--- src/rtl/core/vtpd_pkg.sv ---
`timescale 1ns / 1ps
// Shared types and constants of the vertex transform and perspective divide core.
// Used by every module under rtl/core; depends on nothing.
package vtpd_pkg;

    localparam int DEFAULT_FRAC_BITS = 16;

    localparam int COORD_W   = 32;
    localparam int CFG_DATA_W = 64;
    localparam int NUM_REGS  = 8;
    localparam int REG_IDX_W = 3;
    localparam int ADDR_W    = 6;
    localparam int NUM_LANES = 3;
    localparam int NUM_COLS  = 4;
    localparam int PROD_W    = 64;
    localparam int SUM_W     = 66;
    localparam int DIV_W     = 64;

    localparam logic [REG_IDX_W-1:0] REG_ROW0_C01 = 3'd0;
    localparam logic [REG_IDX_W-1:0] REG_ROW0_C23 = 3'd1;
    localparam logic [REG_IDX_W-1:0] REG_ROW1_C01 = 3'd2;
    localparam logic [REG_IDX_W-1:0] REG_ROW1_C23 = 3'd3;
    localparam logic [REG_IDX_W-1:0] REG_ROW2_C01 = 3'd4;
    localparam logic [REG_IDX_W-1:0] REG_ROW2_C23 = 3'd5;
    localparam logic [REG_IDX_W-1:0] REG_ROW3_C01 = 3'd6;
    localparam logic [REG_IDX_W-1:0] REG_ROW3_C23 = 3'd7;

    localparam logic [COORD_W-1:0] SAT_POS = 32'h7FFF_FFFF;
    localparam logic [COORD_W-1:0] SAT_NEG = 32'h8000_0000;

    typedef logic [NUM_REGS-1:0][CFG_DATA_W-1:0] vtpd_matrix_t;

    // Control bits that travel down the divider beside the data words.
    typedef struct packed {
        logic                 valid;
        logic                 wzero;
        logic [NUM_LANES-1:0] neg;
    } vtpd_tag_t;

endpackage

--- src/rtl/core/vtpd_cfg.sv ---
`timescale 1ns / 1ps
// APB register file holding the 4x4 matrix, two entries per 64-bit register.
// Depends on vtpd_pkg.
module vtpd_cfg #(
    parameter int FRAC_BITS = vtpd_pkg::DEFAULT_FRAC_BITS
) (
    input  logic                               clk,
    input  logic                               rst_n,
    input  logic                               psel,
    input  logic                               penable,
    input  logic                               pwrite,
    input  logic [vtpd_pkg::ADDR_W-1:0]        paddr,
    input  logic [vtpd_pkg::CFG_DATA_W-1:0]    pwdata,
    output logic [vtpd_pkg::CFG_DATA_W-1:0]    prdata,
    output logic                               pready,
    output vtpd_pkg::vtpd_matrix_t             matrix
);
    import vtpd_pkg::*;

    localparam logic [CFG_DATA_W-1:0] ONE = CFG_DATA_W'(1) << FRAC_BITS;

    // Identity matrix, highest register first.
    localparam vtpd_matrix_t RESET_MATRIX = {
        ONE << 32, {CFG_DATA_W{1'b0}}, ONE, {CFG_DATA_W{1'b0}},
        {CFG_DATA_W{1'b0}}, ONE << 32, {CFG_DATA_W{1'b0}}, ONE
    };

    vtpd_matrix_t         regs_reg;
    logic [REG_IDX_W-1:0] idx;

    assign idx    = paddr[ADDR_W-1:ADDR_W-REG_IDX_W];
    assign pready = 1'b1;
    assign prdata = regs_reg[idx];
    assign matrix = regs_reg;

    always_ff @(posedge clk or negedge rst_n)
    begin
        if (!rst_n)
        begin
            regs_reg <= RESET_MATRIX;
        end
        else if (psel && penable && pwrite && pready)
        begin
            regs_reg[idx] <= pwdata;
        end
    end

endmodule

--- config.mk ---
export PLATFORM = sky130hd
export DESIGN_NAME = vtpd_cfg
export DESIGN_NICKNAME = d
export VERILOG_FILES = /design/src/rtl/core/vtpd_pkg.sv /design/src/rtl/core/vtpd_cfg.sv
export SDC_FILE = /design/constraint.sdc
export NUM_CORES = 1
export LEC_CHECK = 0
export BUFFER_PORTS_ARGS = -buffer_cell sky130_fd_sc_hd__buf_2
export CORE_MARGIN = 3
export CORE_UTILIZATION = 30
export CTS_CLUSTER_SIZE = 28
export DETAILED_ROUTE_END_ITERATION = 6
export PLACE_DENSITY_LB_ADDON = 0.1
export SETUP_SLACK_MARGIN = 0.4
export SLEW_MARGIN = 25
export SYNTH_ARGS = -nofsm -noshare
export SYNTH_HDL_FRONTEND = slang
export SYNTH_SLANG_ARGS = --single-unit
--- constraint.sdc ---
create_clock -name clk -period 3.3 [get_ports clk]
set_input_delay 0.66 -clock clk [delete_from_list [all_inputs] [get_ports clk]]
set_output_delay 0.66 -clock clk [all_outputs]
set_load 0.005 [all_outputs]
# Yosys cells after proc, flatten, opt, wreduce, memory -nomap -nowiden

Cells that the tools add are included.

Register bits: 512
Input port bits: 75
Output and inout bits: 577
Logic and storage cells: 18

$lt $le $gt $ge: 2
Multiplexer cells: 5
Reductions and logical operators: 3

Operators with widths:

| operator                                                           | count |
|---|---|
| bitwise mux 512 bit                                                | 1 |
| binary-select mux 64 bit (select 3 bit)                            | 1 |
| demux 64 bit (select 3 bit)                                        | 1 |
| 2-to-1 mux 64 bit                                                  | 2 |
| < comparator 3 x 4 -> 1 bit (second input constant)                | 1 |
| greater-or-equal comparator 3 x 1 -> 1 bit (second input constant) | 1 |
| logical AND 1 bit                                                  | 3 |

# Depth between registers and ports, before layout

Depth in word-level cells: 5
Mapped depth: 6
Gate-level depth less buffers: 3

# Least setup slack after synthesis

Ideal clock, no wire load.

Path kind: input port to output port
From: in paddr[3] (netlist name)
To: out prdata[0] (netlist name)
Arrival time: 2084 ps
Data required time: 2640 ps
Slack: 556 ps
Stages: 5
Path buffers: 3
Path through: buf_2 buf_2 buf_2 mux4_2 mux2_2

Cells in the longest elaborated chain, start to end: 2

Ends and longest elaborated chain:

| what                                    | line           | RTL |
|---|---|---|
| start: declaration                      | vtpd_cfg.sv:12 | `input logic [vtpd_pkg::ADDR_W-1:0] paddr,` |
| binary-select mux 64 bit (select 3 bit) | vtpd_cfg.sv:33 | `assign prdata = regs_reg[idx];` |
| 2-to-1 mux 64 bit (implied by the code) | vtpd_cfg.sv:33 |  |
| end: declaration                        | vtpd_cfg.sv:14 | `output logic [vtpd_pkg::CFG_DATA_W-1:0] prdata,` |

No other way between the ends. The select of a mux whose other input is x is not followed.

# Worst setup path after layout

From: in paddr[4] (netlist name)
To: out prdata[28] (netlist name)

Same word-level chain as after synthesis.

==> impl_metrics.env <==
export IMPL_status="completed"
export IMPL_slowest_delay_ps=350
export IMPL_peakVddDrop_mv=0.422
export IMPL_tightest_slew_ps=762
export IMPL_rsz0062_at_grt="false"
export IMPL_synth_compound_gate_area_share_pct=0.114
export IMPL_p_int_uw=14100
export IMPL_power_frac_comb_pct=23.1
export IMPL_insertion_delay_ps=590
export IMPL_slowest_stage="clkbuf_8"
export IMPL_layout_cells_non_filler=3084
export IMPL_switching_share_pct=28.4
export IMPL_reg2reg_slack_ps=2450
export IMPL_htreeDepth=2
export IMPL_synth_cell_types=27
export IMPL_synthSimpleGateAreaFrac_pct=0.630
export IMPL_synthAdderAreaFrac_pct=0
export IMPL_design_area_mm2=0.0300
export IMPL_yosysWarnings=0
export IMPL_root_buffer="clkbuf_16"
export IMPL_wirelength_um=80800
export IMPL_grt_pass1_wl_um=119000
export IMPL_fin_nets=2086
export IMPL_drt_iter0_markers=643
export IMPL_start_kind="primary input"
export IMPL_relSlewSlack_pct=49.2
export IMPL_avgSynthCellArea_um2=17.4
export IMPL_syn_to_final_growth_pct=30.2
export IMPL_start_util_pct=30.6
export IMPL_place_area_mm2=0.0280
export IMPL_netlist_instances=1325
export IMPL_grt_max_degree=83
export IMPL_die_h_um=283
export IMPL_wire_per_inst_um=26.2
export IMPL_netlist_area_mm2=0.0230
export IMPL_avgViaCountPerCell=4.87
export IMPL_synth_flop_cell="dfrtp_1"
export IMPL_period_minus_slack_ps=2820
export IMPL_path_cells="clkbuf_8 -> buf_12 -> buf_4 -> mux4_2 -> mux2_2 -> buf_2"
export IMPL_dieWidth_um=283
export IMPL_drv_cap=0
export IMPL_hold_class="primary input to async pin"
export IMPL_seq_power_share_pct=43.9
export IMPL_clkSinkCount=512
export IMPL_yosysSeqAreaShare_pct=55.6
export IMPL_clockPowerShare_pct=33.0
export IMPL_dieArea_mm2=0.0802
export IMPL_switchingPower_uw=5590
export IMPL_powerDensity_mw_per_mm2=656
export IMPL_synth_xor_area_share_pct=0
export IMPL_port_buffers=647
export IMPL_antenna_left=0
export IMPL_setup_slack_ps=475
export IMPL_synth_edf_count=0
export IMPL_synth_top_family_by_area="multiplexers"
export IMPL_fmax_ghz=0.354
export IMPL_dp_slack_ps=289
export IMPL_holdBufCountCts=0
export IMPL_cts_setup_buffers=0
export IMPL_required_ps=2640
export IMPL_largest_reg_flops=512
export IMPL_cts_tree="yes"
export IMPL_final_setup_tns_ps=0
export IMPL_worstPathMaxFanout=30
export IMPL_drcViolationCount=0
export IMPL_synthMuxAreaShare_pct=41.5
export IMPL_drive_gt1_share_pct=73.2
export IMPL_grtUsageTotal_pct=19.7
export IMPL_antenna_found_initial=8
export IMPL_synth_fp_nets=1400
export IMPL_io_pins=652
export IMPL_gr_total_overflow=0
export IMPL_r2r_end="matrix[89]"
export IMPL_setup_violations=0
export IMPL_p_leak_uw=0.0147
export IMPL_hpwl_um=56600
export IMPL_core_area_mm2=0.0752
export IMPL_ys_ff_latch=512
export IMPL_first_global_vias=16510
export IMPL_critPathArrivalTime_ps=2160
export IMPL_r2r_start="matrix[89]"
export IMPL_clk_path_buf_depth=3
export IMPL_cts_buffers_inserted=59
export IMPL_clk_pin_slew_worst_paths_ps=60
export IMPL_rr_worst_depth=1
export IMPL_vias=15021
export IMPL_synthArstFlopShare_pct=100
export IMPL_finalClockSkew_ps=0
export IMPL_worst_setup_path_type="primary input to primary output"
export IMPL_placed_cells=2969
export IMPL_finalHoldViolations=0
export IMPL_slew_violations=0
export IMPL_row_count=100
export IMPL_timing_final_crit_share_pct=85.6
export IMPL_gp_congestion=0.810
export IMPL_dr_pass1_iters=4
export IMPL_cp_end_kind="primary output"
through the flow:
stage | utilization [%] | power (µW) | hold WS (ps)
final | 39.9 | 19700 | 53.1
after floorplan | - | 10600 | 364
after CTS | 39.8 | 20000 | 58.2
after detailed placement | 37.2 | 13400 | 500
after global placement | 37.2 | 13300 | 492
after global routing | 39.9 | 20700 | 92.0
cells in the final DEF, fill, tap and decap left out, drive strengths merged, types with 2 or more instances in the layout:
cell type	instances
mux2i	2
dfstp	4
nand3	2
inv	2
nor2	4
clkbuf	91
mux2	575
diode	7
buf	711
nor3	2
nor3b	2
nand2	2
mux4	126
dfrtp	508
bufinv	3
clkinv	13
repair_timing:
action | in CTS | in global routing
gates cloned | 0 | 1
setup endpoints to repair | 50 | 8
gates resized for setup | 2 | 1
how the worst max path moves through the flow:
stage | start | to | slack [ps]
5_1_grt | paddr[4] | prdata[28] | 400
6_report | paddr[4] | prdata[28] | 480
4_1_cts | paddr[3] | prdata[42] | 410
3_5_place_dp | paddr[3] | prdata[42] | 290
3_3_place_gp | paddr[3] | prdata[43] | 290
2_1_floorplan | paddr[3] | prdata[0] | 560
cell type report:
class                   count  area [µm²]
clock inverters            18         176
fillers                  7077       45200
well taps                1020        1280
repair buffers            713        4180
multi-input cells         725        9770
flip-flops and latches    512       12800
clock buffers              89        1760
diodes                      7        17.5
synth_stat cells, types with 4 or more instances:
master,number,area (µm²)
mux2_4,60,901
dfrtp_1,508,12700
clkbuf_1,11,41.3
nor2_2,4,25.0
buf_6,7,78.8
buf_4,8,60.1
dfstp_2,4,105
mux4_2,126,2840
mux2_2,500,5630
mux2_1,15,169
buf_2,60,300
layer usage:
metal	vias to the layer above	routed length, µm	global-route usage, %
li1	6396	-	-
met2	435	41400	34.7
met4	2	2200	5.62
met3	115	5140	5.46
met5	-	7	0
met1	8073	32000	23.6
critical path: cells and delay by family:
kind | cells | cell delay (ps)
buf+inv | 4 | 920
mux | 2 | 540
cells by family (layout without fill, tap and decap cells):
| group | after synthesis | in the layout |
|---|---|---|
| muxes | 703 | 703 |
| DFF | 512 | 512 |
| buffers and inverters | 88 | 820 |
| and+or+nand+nor | 18 | 18 |
| AOI/OAI and AO/OA | 3 | 3 |
| other | 1 | 8 |
power by group through the flow:
stage / registers (µW) / clock network [µW] / logic, µW
2_1_floorplan: 8490 / 0 / 2090
3_3_place_gp: 8710 / 0 / 4580
3_5_place_dp: 8750 / 0 / 4620
4_1_cts: 8660 / 6750 / 4640
5_1_grt: 8800 / 7000 / 4900
6_report: 8630 / 6500 / 4540
Power figures use the tool's default switching activity.
