--- config.mk ---
export PLATFORM = sky130hd
export DESIGN_NAME = vtpd_div_step
export DESIGN_NICKNAME = d
export VERILOG_FILES = /design/src/rtl/core/vtpd_pkg.sv /design/src/rtl/core/vtpd_div_step.sv
export SDC_FILE = /design/constraint.sdc
export NUM_CORES = 1
export LEC_CHECK = 0
export ABC_AREA = 1
export BUFFER_PORTS_ARGS = -buffer_cell sky130_fd_sc_hd__buf_2
export CORE_AREA = 5 5 346 348
export DETAILED_ROUTE_END_ITERATION = 7
export DIE_AREA = 0 0 351 353
export SLEW_MARGIN = 20
export SYNTH_ARGS = -nofsm -noshare
export SYNTH_HDL_FRONTEND = slang
export SYNTH_SLANG_ARGS = --single-unit
--- constraint.sdc ---
create_clock -name clk -period 0.8 [get_ports clk]
set_input_delay 0.04 -clock clk [delete_from_list [all_inputs] [get_ports clk]]
set_output_delay 0.04 -clock clk [all_outputs]
set_load 0.005 [all_outputs]
--- src/rtl/core/vtpd_pkg.sv ---
`timescale 1ns / 1ps
// Shared types and constants of the vertex transform and perspective divide core.
// Used by every module under rtl/core; depends on nothing.
package vtpd_pkg;

    localparam int DEFAULT_FRAC_BITS = 16;

    localparam int COORD_W   = 32;
    localparam int CFG_DATA_W = 64;
    localparam int NUM_REGS  = 8;
    localparam int REG_IDX_W = 3;
    localparam int ADDR_W    = 6;
    localparam int NUM_LANES = 3;
    localparam int NUM_COLS  = 4;
    localparam int PROD_W    = 64;
    localparam int SUM_W     = 66;
    localparam int DIV_W     = 64;

    localparam logic [REG_IDX_W-1:0] REG_ROW0_C01 = 3'd0;
    localparam logic [REG_IDX_W-1:0] REG_ROW0_C23 = 3'd1;
    localparam logic [REG_IDX_W-1:0] REG_ROW1_C01 = 3'd2;
    localparam logic [REG_IDX_W-1:0] REG_ROW1_C23 = 3'd3;
    localparam logic [REG_IDX_W-1:0] REG_ROW2_C01 = 3'd4;
    localparam logic [REG_IDX_W-1:0] REG_ROW2_C23 = 3'd5;
    localparam logic [REG_IDX_W-1:0] REG_ROW3_C01 = 3'd6;
    localparam logic [REG_IDX_W-1:0] REG_ROW3_C23 = 3'd7;

    localparam logic [COORD_W-1:0] SAT_POS = 32'h7FFF_FFFF;
    localparam logic [COORD_W-1:0] SAT_NEG = 32'h8000_0000;

    typedef logic [NUM_REGS-1:0][CFG_DATA_W-1:0] vtpd_matrix_t;

    // Control bits that travel down the divider beside the data words.
    typedef struct packed {
        logic                 valid;
        logic                 wzero;
        logic [NUM_LANES-1:0] neg;
    } vtpd_tag_t;

endpackage

--- src/rtl/core/vtpd_div_step.sv ---
`timescale 1ns / 1ps
// One registered restoring-division step, one quotient bit for each of the
// three lanes against a shared divisor. Depends on vtpd_pkg.
module vtpd_div_step (
    input  logic                                                   clk,
    input  logic                                                   rst_n,
    input  vtpd_pkg::vtpd_tag_t                                    tag_in,
    input  logic [vtpd_pkg::NUM_LANES-1:0][vtpd_pkg::DIV_W-1:0]    dq_in,
    input  logic [vtpd_pkg::NUM_LANES-1:0][vtpd_pkg::DIV_W-1:0]    rem_in,
    input  logic [vtpd_pkg::DIV_W-1:0]                             dvs_in,
    output vtpd_pkg::vtpd_tag_t                                    tag_out,
    output logic [vtpd_pkg::NUM_LANES-1:0][vtpd_pkg::DIV_W-1:0]    dq_out,
    output logic [vtpd_pkg::NUM_LANES-1:0][vtpd_pkg::DIV_W-1:0]    rem_out,
    output logic [vtpd_pkg::DIV_W-1:0]                             dvs_out
);
    import vtpd_pkg::*;

    vtpd_tag_t                        tag_reg;
    logic [NUM_LANES-1:0][DIV_W-1:0]  dq_reg, rem_reg;
    logic [DIV_W-1:0]                 dvs_reg;
    logic [DIV_W:0]                   trial [NUM_LANES];
    logic [DIV_W:0]                   diff [NUM_LANES];
    logic [NUM_LANES-1:0]             fits;

    // The dividend shifts out of the top of dq while quotient bits enter below.
    always_comb
    begin
        for (int k = 0; k < NUM_LANES; k++)
        begin
            trial[k] = {rem_in[k], dq_in[k][DIV_W-1]};
            diff[k]  = trial[k] - {1'b0, dvs_in};
            fits[k]  = trial[k] >= {1'b0, dvs_in};
        end
    end

    always_ff @(posedge clk or negedge rst_n)
    begin
        if (!rst_n)
        begin
            tag_reg <= '0;
        end
        else
        begin
            tag_reg <= tag_in;
        end
    end

    always_ff @(posedge clk)
    begin
        dvs_reg <= dvs_in;
        for (int k = 0; k < NUM_LANES; k++)
        begin
            dq_reg[k]  <= {dq_in[k][DIV_W-2:0], fits[k]};
            rem_reg[k] <= fits[k] ? diff[k][DIV_W-1:0] : trial[k][DIV_W-1:0];
        end
    end

    assign tag_out = tag_reg;
    assign dq_out  = dq_reg;
    assign rem_out = rem_reg;
    assign dvs_out = dvs_reg;

endmodule
# Word level (Yosys, flattened, before mapping)
# Index checks and enable logic that the tools add are counted.
# word_totals
output_inout_bits	453
reg_bits	453
inputBits	455
# op_classes
order_cmp	3
n_addsub	3
mux	3
# op_table
op	count
$ge A65 B64 Y1	3
$mux W64	3
$sub A64 B64 Y64	3

# Logic depth before layout (Yosys ltp)
# Gate-level depths: netlist of run 1.
# depth
ltp_word	2
depth_mapped	19
depth_no_buf	17

# Worst setup path after synthesis of run 1
# Ideal clock, no wire load.
# synth_timing
kind	input to register
from	in dvs_in[56] (netlist bit)
to	reg rem_reg (netlist bit rem_out[19])
n_path_buf	2
setup_slack_ps	-974
t_arrival_ps	1661
setup_ps	113
cell_stages	15
required_time_ps	687
cell_sequence	inv_1 > ha_1 > nand2_1 > inv_1 > a21oi_2 > and2_1 > nor2_1 > nor2_1 > nand2_1 > nor2_4 > nand2_4 > buf_12 > buf_12 > nand2_2 > nand2_1
# synth_via
elab_chain_len	2
# synth_lines
element	line	source
start, declared	vtpd_div_step.sv:10	input logic [vtpd_pkg::DIV_W-1:0] dvs_in,
$ge A65 B64 Y1	vtpd_div_step.sv:32	fits[k] = trial[k] >= {1'b0, dvs_in};
$mux W64	vtpd_div_step.sv:54	rem_reg[k] <= fits[k] ? diff[k][DIV_W-1:0] : trial[k][DIV_W-1:0];
end signal, assigned by index	vtpd_div_step.sv:54	
end, declared	vtpd_div_step.sv:19	logic [NUM_LANES-1:0][DIV_W-1:0] dq_reg, rem_reg;
# No other way between the ends.

# Worst setup path in the final report of run 1
# layout_timing
from	in dvs_in[59] (netlist bit)
to	reg rem_reg (netlist bit rem_out[88])
# The elaborated chain is that of the path after synthesis.

==> results of run 1 <==
[registers in the layout (all words and copies together) (netlist names)]
| register | count |
|---|---|
| dq_out | 192 |
| dvs_out | 64 |
| rem_out | 192 |
| tag_out | 5 |
[stage by stage]
| stage | total power, W | utilization, % | area [um2] | instances | setup slack, ns |
|---|---|---|---|---|---|
| 6_report | 0.0897 | 49.6 | 57500 | 9219 | -0.886 |
| 5_1_grt | 0.0941 | 49.6 | 57500 | 9213 | -0.981 |
| 4_1_cts | 0.0875 | 47.2 | 54700 | 9120 | -0.858 |
| 3_5_place_dp | 0.0565 | 38.4 | 44500 | 8432 | -1.99 |
| 3_3_place_gp | 0.0565 | 38.4 | 44500 | 8432 | -1.98 |
| 2_1_floorplan | 0.0385 | - | 30100 | 5050 | -0.960 |
[cell type report]
cell class	instances	area, um2	area share, %
Tap cell	1524	1910	3.31
Inverter	1067	4130	7.18
Clock inverter	25	339	0.589
Antenna cell	12	30.0	0.0522
Timing Repair Buffer	2586	20300	35.4
Sequential cell	453	9090	15.8
Multi-Input combinational cell	3477	20100	35.0
Clock buffer	75	1570	2.73
[layout by cell type (no fill, tap or decap), types with 19 or more instances in the layout]
master	n
dlygate4sd3_1	558
clkinvlp_4	30
xor2_1	84
buf_2	893
nand2_2	226
nor2_2	101
nand2_4	32
buf_6	39
dfxtp_1	448
nand3b_1	39
nand3_1	293
nor3_1	20
inv_1	989
nor2_4	60
clkbuf_16	64
inv_2	46
ha_4	120
nor2_1	179
a21oi_2	19
nand3_2	58
nand2_1	1925
a21oi_1	109
buf_12	91
buf_4	979
nand4_1	33
ha_1	63
[tightest hold or removal path, cell delays in order]
cell and delay (ns):
buf_2 0.09, nand2_1 0.05, nand2_1 0.04
[power by group]
part | total, W | internal (W) | switching [W]
combinational | 0.0370 | 0.0172 | 0.0198
sequential | 0.0262 | 0.0252 | 0.000969
clock | 0.0265 | 0.0155 | 0.0110
total | 0.0897 | 0.0579 | 0.0318
[worst paths after layout]
kind	startpoint	to	depth (start not counted)
setup / recovery	dvs_in[59]	rem_out[88]	16
hold / removal	rem_in[134]	rem_out[135]	3
max in group asynchronous	rst_n	tag_out[1]	3
min in group asynchronous	rst_n	tag_out[2]	3
[per-layer routing]
layer / wire, um / part of all wire (%) / vias to the layer above
li1: - / - / 20300
met1: 77100 / 39 / 18500
met2: 91700 / 46 / 1496
met3: 11800 / 6.0 / 434
met4: 16700 / 8.5 / 6
met5: 47 / 0.024 / -
[logic make-up after synthesis]
family,Yosys count
flip-flops,453
AND/OR/NAND/NOR,3027
adder cells (fa/ha/maj),195
XOR/XNOR,93
buffers and inverters,1120
AO/OA/AOI/OAI,162
[what timing repair did]
| item | in CTS | in global routing |
|---|---|---|
| endpoints found under the setup margin | 648 | 648 |
| buffers inserted | 65 | 32 |
| endpoints found under the hold margin | 454 | 77 |
| cloned | 10 | 13 |
| resized for setup | 418 | 453 |
| pin swaps | 52 | 125 |
| hold buffers | 514 | 44 |
==> flow_summary.ini, run 1 <==
[logic_synthesis]
synthCells = 5050
ys_async_sr_fraction_pct = 1.10
synth_top_family_by_area = simple AND/OR/NAND/NOR gates
synth-edff-count = 0
synth.net_count = 5700
synth_top_area_share_pct = 29.9
synth_area_leaders = dfxtp_1 (30%), nand2_1 (27%), inv_1 (13%)
ys.flop_type = dfxtp_1
ys_ff_latch = 453
synth_common_cells = nand2_1 (2147), inv_1 (1059), dfxtp_1 (448), nand3_1 (355), nor2_1 (313)
synth_area_um2 = 30000
synth_area_leader_cell = dfxtp_1
yosys.area_share.simple_pct = 41.4
yosysMostFrequentCell = nand2_1
synthAdderAreaFrac_pct = 8.22
yosysWarnings = 0
synth_compound_gate_area_share_pct = 2.82
synthMuxAreaShare_pct = 0
synthXorXnorAreaFrac_pct = 2.72
ys_types = 38
avgSynthCellArea_um2 = 5.93
yosysSeqAreaShare_pct = 30.4

[timing]
fin_crit_ns = 1.69
finalSetupViolCount = 648
max_slew_margin_pct = 71.9
slew_violations = 0
rsz0062_at_grt = yes
hold_ws_ns = -0.373
fmax_ghz = 0.593
finalHoldViolations = 37
fin_crit_sh_pct = 211
worst_slack_ns = -0.886
timing.setup.tns_ns = -311.95
worst_slew_pin_slew_ns = 0.417

[route]
vias_per_cell = 4.42
drt_iter0_markers = 2401
dr.pass1.iters = 6
drc_errors = 0
ant_nets = 0
wl_per_cell_um = 21.4
finalWirelength_mm = 197
vias = 40700

[die]
dieArea_um2 = 124000
core_area_um2 = 116000
rows = 125
die_h_um = 353
die_w_um = 351
ioPinCount = 908
initial_core_util_pct = 25.8

[job]
max_cap_violations = 0

[setup_path]
path_cells = buf_2 -> inv_2 -> buf_12 -> ha_1 -> buf_4 -> nand2_1 -> o21bai_1 -> a21oi_1 -> buf_4 -> nand3_4 -> nor2_4 -> nand2_8 -> buf_12 -> buf_16 -> nand2_1 -> nand2_1
worst-path-max-fanout = 15
critical_path_buf_inv_count = 7
start_kind = input port
cpMaxStageDelayCell = ha_1
worstSetupEndpointType = flop
slowest_delay_ns = 0.29
worstSetupPathType = input port to flop
worst_ep_required_time_ns = 1.35
cp.arrival_ns = 2.23
critical_path.top_delay_family = buffers and inverters
cpMostUsedCell = nand2_1

[global_routing]
grt_max_degree = 46
grt_use_met3_pct = 4.72
grt_use_met2_pct = 50.8
antenna_found_initial = 23
grt_pass1_vias = 40000
use_met1_pct = 34.1
busiest_layer = met2
overflow = 0
grt_pass1_wl_mm = 268
grt.total_usage_pct = 29.8

[clock_tree]
cts_buffers = 54
clock_path_buffers = 3
htree_levels = 2
clock_sinks = 453
clk_pin_slew_worst_paths_ns = 0.06
cts-root-buf = clkbuf_16
tritoncts = built

[worst_hold_path]
hold_path.class = input port to flop

[run_status]
violations = hold timing, setup timing
status = complete, but fails checks

[power]
p_leak_nw = 31.8
p_per_area_nw_per_um2 = 1560
ir_drop_mv = 1.55

[cells_and_area]
nFillCells = 11500
drive_above_1_share_pct = 37.4
syn_to_final_growth_pct = 92.0
nNetsFinal = 8289

[placement]
dpl.hpwl_mm = 159
io_buffer_count = 907
gp_congestion = 1.01
Power figures use the tool's default switching activity.
==> run 2, diff against run 1 <==
--- a/config.mk
+++ b/config.mk
@@ -5,11 +5,11 @@
 export SDC_FILE = /design/constraint.sdc
 export NUM_CORES = 1
 export LEC_CHECK = 0
-export ABC_AREA = 1
+export ABC_AREA = 0
 export BUFFER_PORTS_ARGS = -buffer_cell sky130_fd_sc_hd__buf_2
-export CORE_AREA = 5 5 346 348
+export CORE_AREA = 2 2 356 358
 export DETAILED_ROUTE_END_ITERATION = 7
-export DIE_AREA = 0 0 351 353
+export DIE_AREA = 0 0 358 360
 export SLEW_MARGIN = 20
 export SYNTH_ARGS = -nofsm -noshare
 export SYNTH_HDL_FRONTEND = slang
==> constraint.sdc (replaced) <==
create_clock -name clk -period 2.1 [get_ports clk]
set_input_delay 0.105 -clock clk [delete_from_list [all_inputs] [get_ports clk]]
set_output_delay 0.105 -clock clk [all_outputs]
set_load 0.005 [all_outputs]
==> run 2 against run 1 <==
Net effect: the flow still finishes with violations (hold timing, setup timing); sequential cell count is the same; worst hold slack improved by 0.068 ns; synthesized area decreased by 24%; design area decreased by 18%; critical path type unchanged; largest cell class unchanged.
==> flow_summary.ini, run 2 <==
[logic_synthesis]
ys_types = 77
yosys.area_share.simple_pct = 14.3
synth_area_um2 = 22700
synth_top_family_by_area = compound AO/OA/AOI/OAI gates
synth_top_area_share_pct = 39.6
synthCells = 2613
synth.net_count = 3263
synthMuxAreaShare_pct = 1.87
avgSynthCellArea_um2 = 8.67
synth_compound_gate_area_share_pct = 21.6
synth-edff-count = 0
yosysMostFrequentCell = dfxtp_1
synth_area_leader_cell = dfxtp_1
yosysSeqAreaShare_pct = 40.1
synth_area_leaders = dfxtp_1 (40%), ha_1 (11%), a21oi_1 (8.5%)
synthAdderAreaFrac_pct = 10.9
synthXorXnorAreaFrac_pct = 6.57
yosysWarnings = 0
ys_async_sr_fraction_pct = 1.10
ys.flop_type = dfxtp_1
ys_ff_latch = 453
synth_common_cells = dfxtp_1 (448), a21oi_1 (386), nor2_1 (276), ha_1 (192), nand2_1 (178)

[timing]
worst_slew_pin_slew_ns = 0.668
slew_violations = 0
finalSetupViolCount = 195
finalHoldViolations = 4
fin_crit_ns = 2.90
rsz0062_at_grt = yes
max_slew_margin_pct = 55.1
fin_crit_sh_pct = 138
fmax_ghz = 0.345
worst_slack_ns = -0.801
hold_ws_ns = -0.305

[setup_path]
worst_ep_required_time_ns = 2.62
start_kind = input port
worstSetupPathType = input port to flop
critical_path.top_delay_family = compound AO/OA/AOI/OAI gates
critical_path_buf_inv_count = 6
slowest_delay_ns = 0.44
path_cells = buf_8 -> clkinvlp_4 -> ha_4 -> buf_6 -> a21oi_4 -> buf_6 -> o21ai_4 -> nand2b_4 -> a211oi_4 -> o31a_1 -> o21ba_4 -> a31oi_4 -> a41oi_4 -> o21a_4 -> inv_12 -> buf_16 -> mux2_4
cpMaxStageDelayCell = a211oi_4
cp.arrival_ns = 3.42
cpMostUsedCell = buf_6
worstSetupEndpointType = flop
worst-path-max-fanout = 7

[run_status]
status = complete, but fails checks
violations = hold timing, setup timing

[clock_tree]
clock_sinks = 453
cts_buffers = 57
tritoncts = built
clk_pin_slew_worst_paths_ns = 0.06
htree_levels = 2
clock_path_buffers = 3
cts-root-buf = clkbuf_16

[power]
p_per_area_nw_per_um2 = 685
p_leak_nw = 21.8
swShare_pct = 33.6
intPower_w = 0.0215
p_comb_share_pct = 37.6
ir_drop_mv = 0.685
finalPower_w = 0.0324
clockPowerShare_pct = 31.0
p_sw_w = 0.0109
pwr-share-seq_pct = 31.4

[placement]
dpl.hpwl_mm = 118
io_buffer_count = 907
gp_congestion = 0.952

[die]
ioPinCount = 908
die_h_um = 360
core_area_um2 = 125000
dieArea_um2 = 129000
rows = 130
initial_core_util_pct = 18.1
die_w_um = 358

[job]
max_cap_violations = 0

[route]
vias_per_cell = 4.39
drc_errors = 0
wl_per_cell_um = 22.6
dr.pass1.iters = 5
drt_iter0_markers = 1442
finalWirelength_mm = 150
vias = 29100
ant_nets = 0

[worst_hold_path]
hold_path.class = input port to flop

[global_routing]
grt_pass1_vias = 29900
grt_pass1_wl_mm = 203
grt_max_degree = 19
antenna_found_initial = 35
overflow = 0
grt.total_usage_pct = 21.8

[cells_and_area]
final_common_cell = buf_2
drive_above_1_share_pct = 51.2
nNetsFinal = 5585
syn_to_final_growth_pct = 109
layout_common_cells = buf_2 (895), buf_4 (891), dlygate4sd3_1 (464), dfxtp_1 (448), a21oi_1 (222)
fin_util_pct = 37.8
run 2: area by class of cell:
| type | instances | area, um2 |
|---|---|---|
| fillers | 12500 | 77700 |
| repair buffers | 2371 | 17900 |
| multi-input cells | 1917 | 15600 |
| flip-flops and latches | 453 | 9090 |
| well taps | 1650 | 2060 |
| clock buffers | 73 | 1550 |
| inverters | 135 | 673 |
| clock inverters | 30 | 337 |
| diodes | 14 | 35.0 |
run 2: power groups by stage:
stage | logic, W | registers (W) | clock network, W
final | 0.0122 | 0.0102 | 0.0100
after CTS | 0.0114 | 0.0101 | 0.0104
after global placement | 0.00990 | 0.0103 | 0
after global routing | 0.0130 | 0.0102 | 0.0107
after floorplan | 0.00436 | 0.0103 | 0
after detailed placement | 0.00993 | 0.0103 | 0
run 2: cells by family after synthesis:
| kind of cell | after synthesis |
|---|---|
| flip-flops | 453 |
| AND/OR/NAND/NOR | 709 |
| AO/OA/AOI/OAI | 805 |
| XOR/XNOR | 170 |
| multiplexers | 38 |
| buffers and inverters | 243 |
| adder cells (fa/ha/maj) | 195 |
run 2: worst paths after layout:
check,slack [ns],endpoint,from,cells past startpoint
worst max-delay path,-0.80,rem_out[103],dvs_in[18],17
worst min-delay path,-0.31,rem_out[64],dq_in[127],3
min in group asynchronous,0.34,tag_out[0],rst_n,3
max in group asynchronous,1.57,tag_out[3],rst_n,3
run 2: tightest hold or removal path: cells and delay by family:
family | cells | cell delay, ns
AO/OA/AOI/OAI | 1 | 0.09
buffers and inverters | 1 | 0.10
AND/OR/NAND/NOR | 1 | 0.04
run 2: through the flow:
step / instance area (um2) / cells / TNS [ns] / worst slack [ns]
6_report: 47200 / 6643 / -126.24 / -0.801
3_5_place_dp: 36900 / 5957 / -305.45 / -1.70
3_3_place_gp: 36900 / 5957 / -304.23 / -1.69
5_1_grt: 47200 / 6640 / -141.20 / -0.829
4_1_cts: 45200 / 6580 / -107.87 / -0.673
2_1_floorplan: 24200 / 2613 / -119.83 / -0.999
run 2: per-layer routing:
metal / track usage [%] / up-vias / routed length [um]
li1: - / 13900 / -
met1: 21.8 / 13700 / 52700
met2: 39.8 / 1093 / 76100
met3: 5.07 / 357 / 9940
met4: 14.5 / 30 / 11400
met5: 0 / - / 184
run 2: timing repair:
item                                    CTS  global route
endpoints found under the setup margin  195           195
hold buffers                            454            10
cloned                                    8             9
pin swaps                                57            63
setup buffers                            62            36
endpoints found under the hold margin   455            14
resized for setup                       254           367
==> run 3, diff against run 2 <==
--- a/config.mk
+++ b/config.mk
@@ -7,9 +7,12 @@
 export LEC_CHECK = 0
 export ABC_AREA = 0
 export BUFFER_PORTS_ARGS = -buffer_cell sky130_fd_sc_hd__buf_2
-export CORE_AREA = 2 2 356 358
+export CELL_PAD_IN_SITES_DETAIL_PLACEMENT = 0
+export CELL_PAD_IN_SITES_GLOBAL_PLACEMENT = 2
+export CORE_AREA = 2 2 352 354
 export DETAILED_ROUTE_END_ITERATION = 7
-export DIE_AREA = 0 0 358 360
+export DIE_AREA = 0 0 354 356
+export PLACE_DENSITY = 0.68
 export SLEW_MARGIN = 20
 export SYNTH_ARGS = -nofsm -noshare
 export SYNTH_HDL_FRONTEND = slang
==> run 3 against run 2 <==
Net effect: the run still ends with hold timing, setup timing left; first-iteration DRC count is 0.21% lower; count of clock-buffer cells in the layout increased by 4; wire length shrank 1.5%; sequential cell count is the same; worst hold slack improved by 0.014 ns; sequential power is essentially flat; highest routed layer unchanged; maximum frequency decreased by 0.31%; power grew 0.61%; non-clock buffer count down 2; combinational power hardly changed.
==> flow_summary.ini, run 3 (synthesized netlist as in run 2, its figures left out) <==
[clock_tree]
cts_buffers = 57
clk_pin_slew_worst_paths_ns = 0.06
tritoncts = built
clock_path_buffers = 3
clock_sinks = 453
htree_levels = 2
cts-root-buf = clkbuf_16

[placement]
gp_congestion = 0.945
io_buffer_count = 907
placed_cells = 5962
dpl.hpwl_mm = 119

[die]
core_area_um2 = 123000
initial_core_util_pct = 18.5
ioPinCount = 908
die_h_um = 356
die_w_um = 354
dieArea_um2 = 126000
rows = 129

[route]
ant_nets = 0
vias_per_cell = 4.26
drt_iter0_markers = 1439
dr.pass1.iters = 5
wl_per_cell_um = 22.3
drc_errors = 0
vias = 28200
finalWirelength_mm = 148

[global_routing]
overflow = 0
antenna_found_initial = 32
grt_use_met3_pct = 4.51
grt_use_met2_pct = 41.9
grt_pass1_wl_mm = 204
grt_pass1_vias = 29500
busiest_layer = met2
use_met1_pct = 23.3
grt_max_degree = 21
grt.total_usage_pct = 22.4

[timing]
slew_violations = 0
fin_crit_ns = 2.91
max_slew_margin_pct = 51.9
worst_slew_pin_slew_ns = 0.715
fin_crit_sh_pct = 139
worst_slack_ns = -0.810
fmax_ghz = 0.344
hold_ws_ns = -0.291
timing.setup.tns_ns = -126.95
finalHoldViolations = 6
finalSetupViolCount = 195
rsz0062_at_grt = yes

[setup_path]
worst_ep_required_time_ns = 2.65
worstSetupPathType = input port to flop
worst-path-max-fanout = 15
start_kind = input port
worstSetupEndpointType = flop
cp.arrival_ns = 3.46

[run_status]
status = complete, but fails checks
violations = hold timing, setup timing

[power]
p_per_area_nw_per_um2 = 700
p_leak_nw = 21.7
finalPower_w = 0.0326
ir_drop_mv = 0.667

[worst_hold_path]
worstHoldStart = dq_in[63]
min_path_cells = 3
hold_path.class = input port to flop
worstHoldEndpoint = rem_out[0]

[cells_and_area]
nFillCells = 12600
layout_common_cells = buf_4 (898), buf_2 (896), dlygate4sd3_1 (457), dfxtp_1 (448), a21oi_1 (248)
stdcell_count = 6630
regArea_um2 = 9090
syn_to_final_growth_pct = 105
final_common_cell = buf_4
nNetsFinal = 5583
drive_above_1_share_pct = 50.2
multi_input_area_um2 = 15100

[job]
max_cap_violations = 0
run 3: how the worst max path moves through the flow:
stage               startpoint           to  slack (ns)  cells after the start
global placement     dvs_in[2]  rem_out[62]       -2.00                     18
detailed placement   dvs_in[2]  rem_out[62]       -2.00                     18
floorplan           dvs_in[28]  rem_out[11]        -1.0                     15
finish              dvs_in[29]  rem_out[26]       -0.81                     12
global route        dvs_in[36]   rem_out[3]       -0.85                     13
CTS                 dvs_in[36]   rem_out[3]       -0.86                     13
run 3: where the power goes:
group | leakage (nW) | internal [W] | switching (W)
Combinational | 16.9 | 0.00613 | 0.00586
Clock | 0.962 | 0.00601 | 0.00446
Sequential | 3.84 | 0.00968 | 0.000427
Total | 21.7 | 0.0218 | 0.0107
run 3: worst max-delay path, stage by stage:
cell and delay, ns:
buf_8 0.07, clkinvlp_4 0.19, ha_4 0.35, nand4_1 0.16
a2111o_1 0.50, a311oi_4 0.32, o31ai_4 0.17, a2111o_1 0.45
a2111oi_4 0.34, or2_4 0.27, buf_12 0.19, mux2_4 0.31
run 3: per-stage QoR:
stage	hold WS (ns)	setup slack (ns)	cell area, um2	util, %
after floorplan	-0.191	-0.999	24200	-
after global placement	-0.0672	-2.00	36900	30.0
after detailed placement	-0.0653	-2.00	36900	30.0
after CTS	-0.507	-0.863	45600	37.2
after global routing	-0.297	-0.852	46500	37.9
final	-0.291	-0.810	46500	37.9
run 3: final cells by class:
type                    count  area share (%)
clock buffers              77            3.51
flip-flops and latches    453            19.5
inverters                 135            1.41
diodes                     13          0.0699
repair buffers           2369            37.9
well taps                1637            4.40
multi-input cells        1917            32.5
clock inverters            29           0.715
run 3: timing repair:
action,CTS,global route
pin swaps,65,76
endpoints found under the hold margin,455,14
gates resized for setup,299,203
cloned,16,0
hold buffers,450,8
setup buffers,59,43
endpoints found under the setup margin,195,195
run 3: metal layers:
metal  wire, um  up-vias
met3       7880      260
met5        102        -
met4       9070       16
met1      54500    13200
met2      76400      874
li1           -    13900
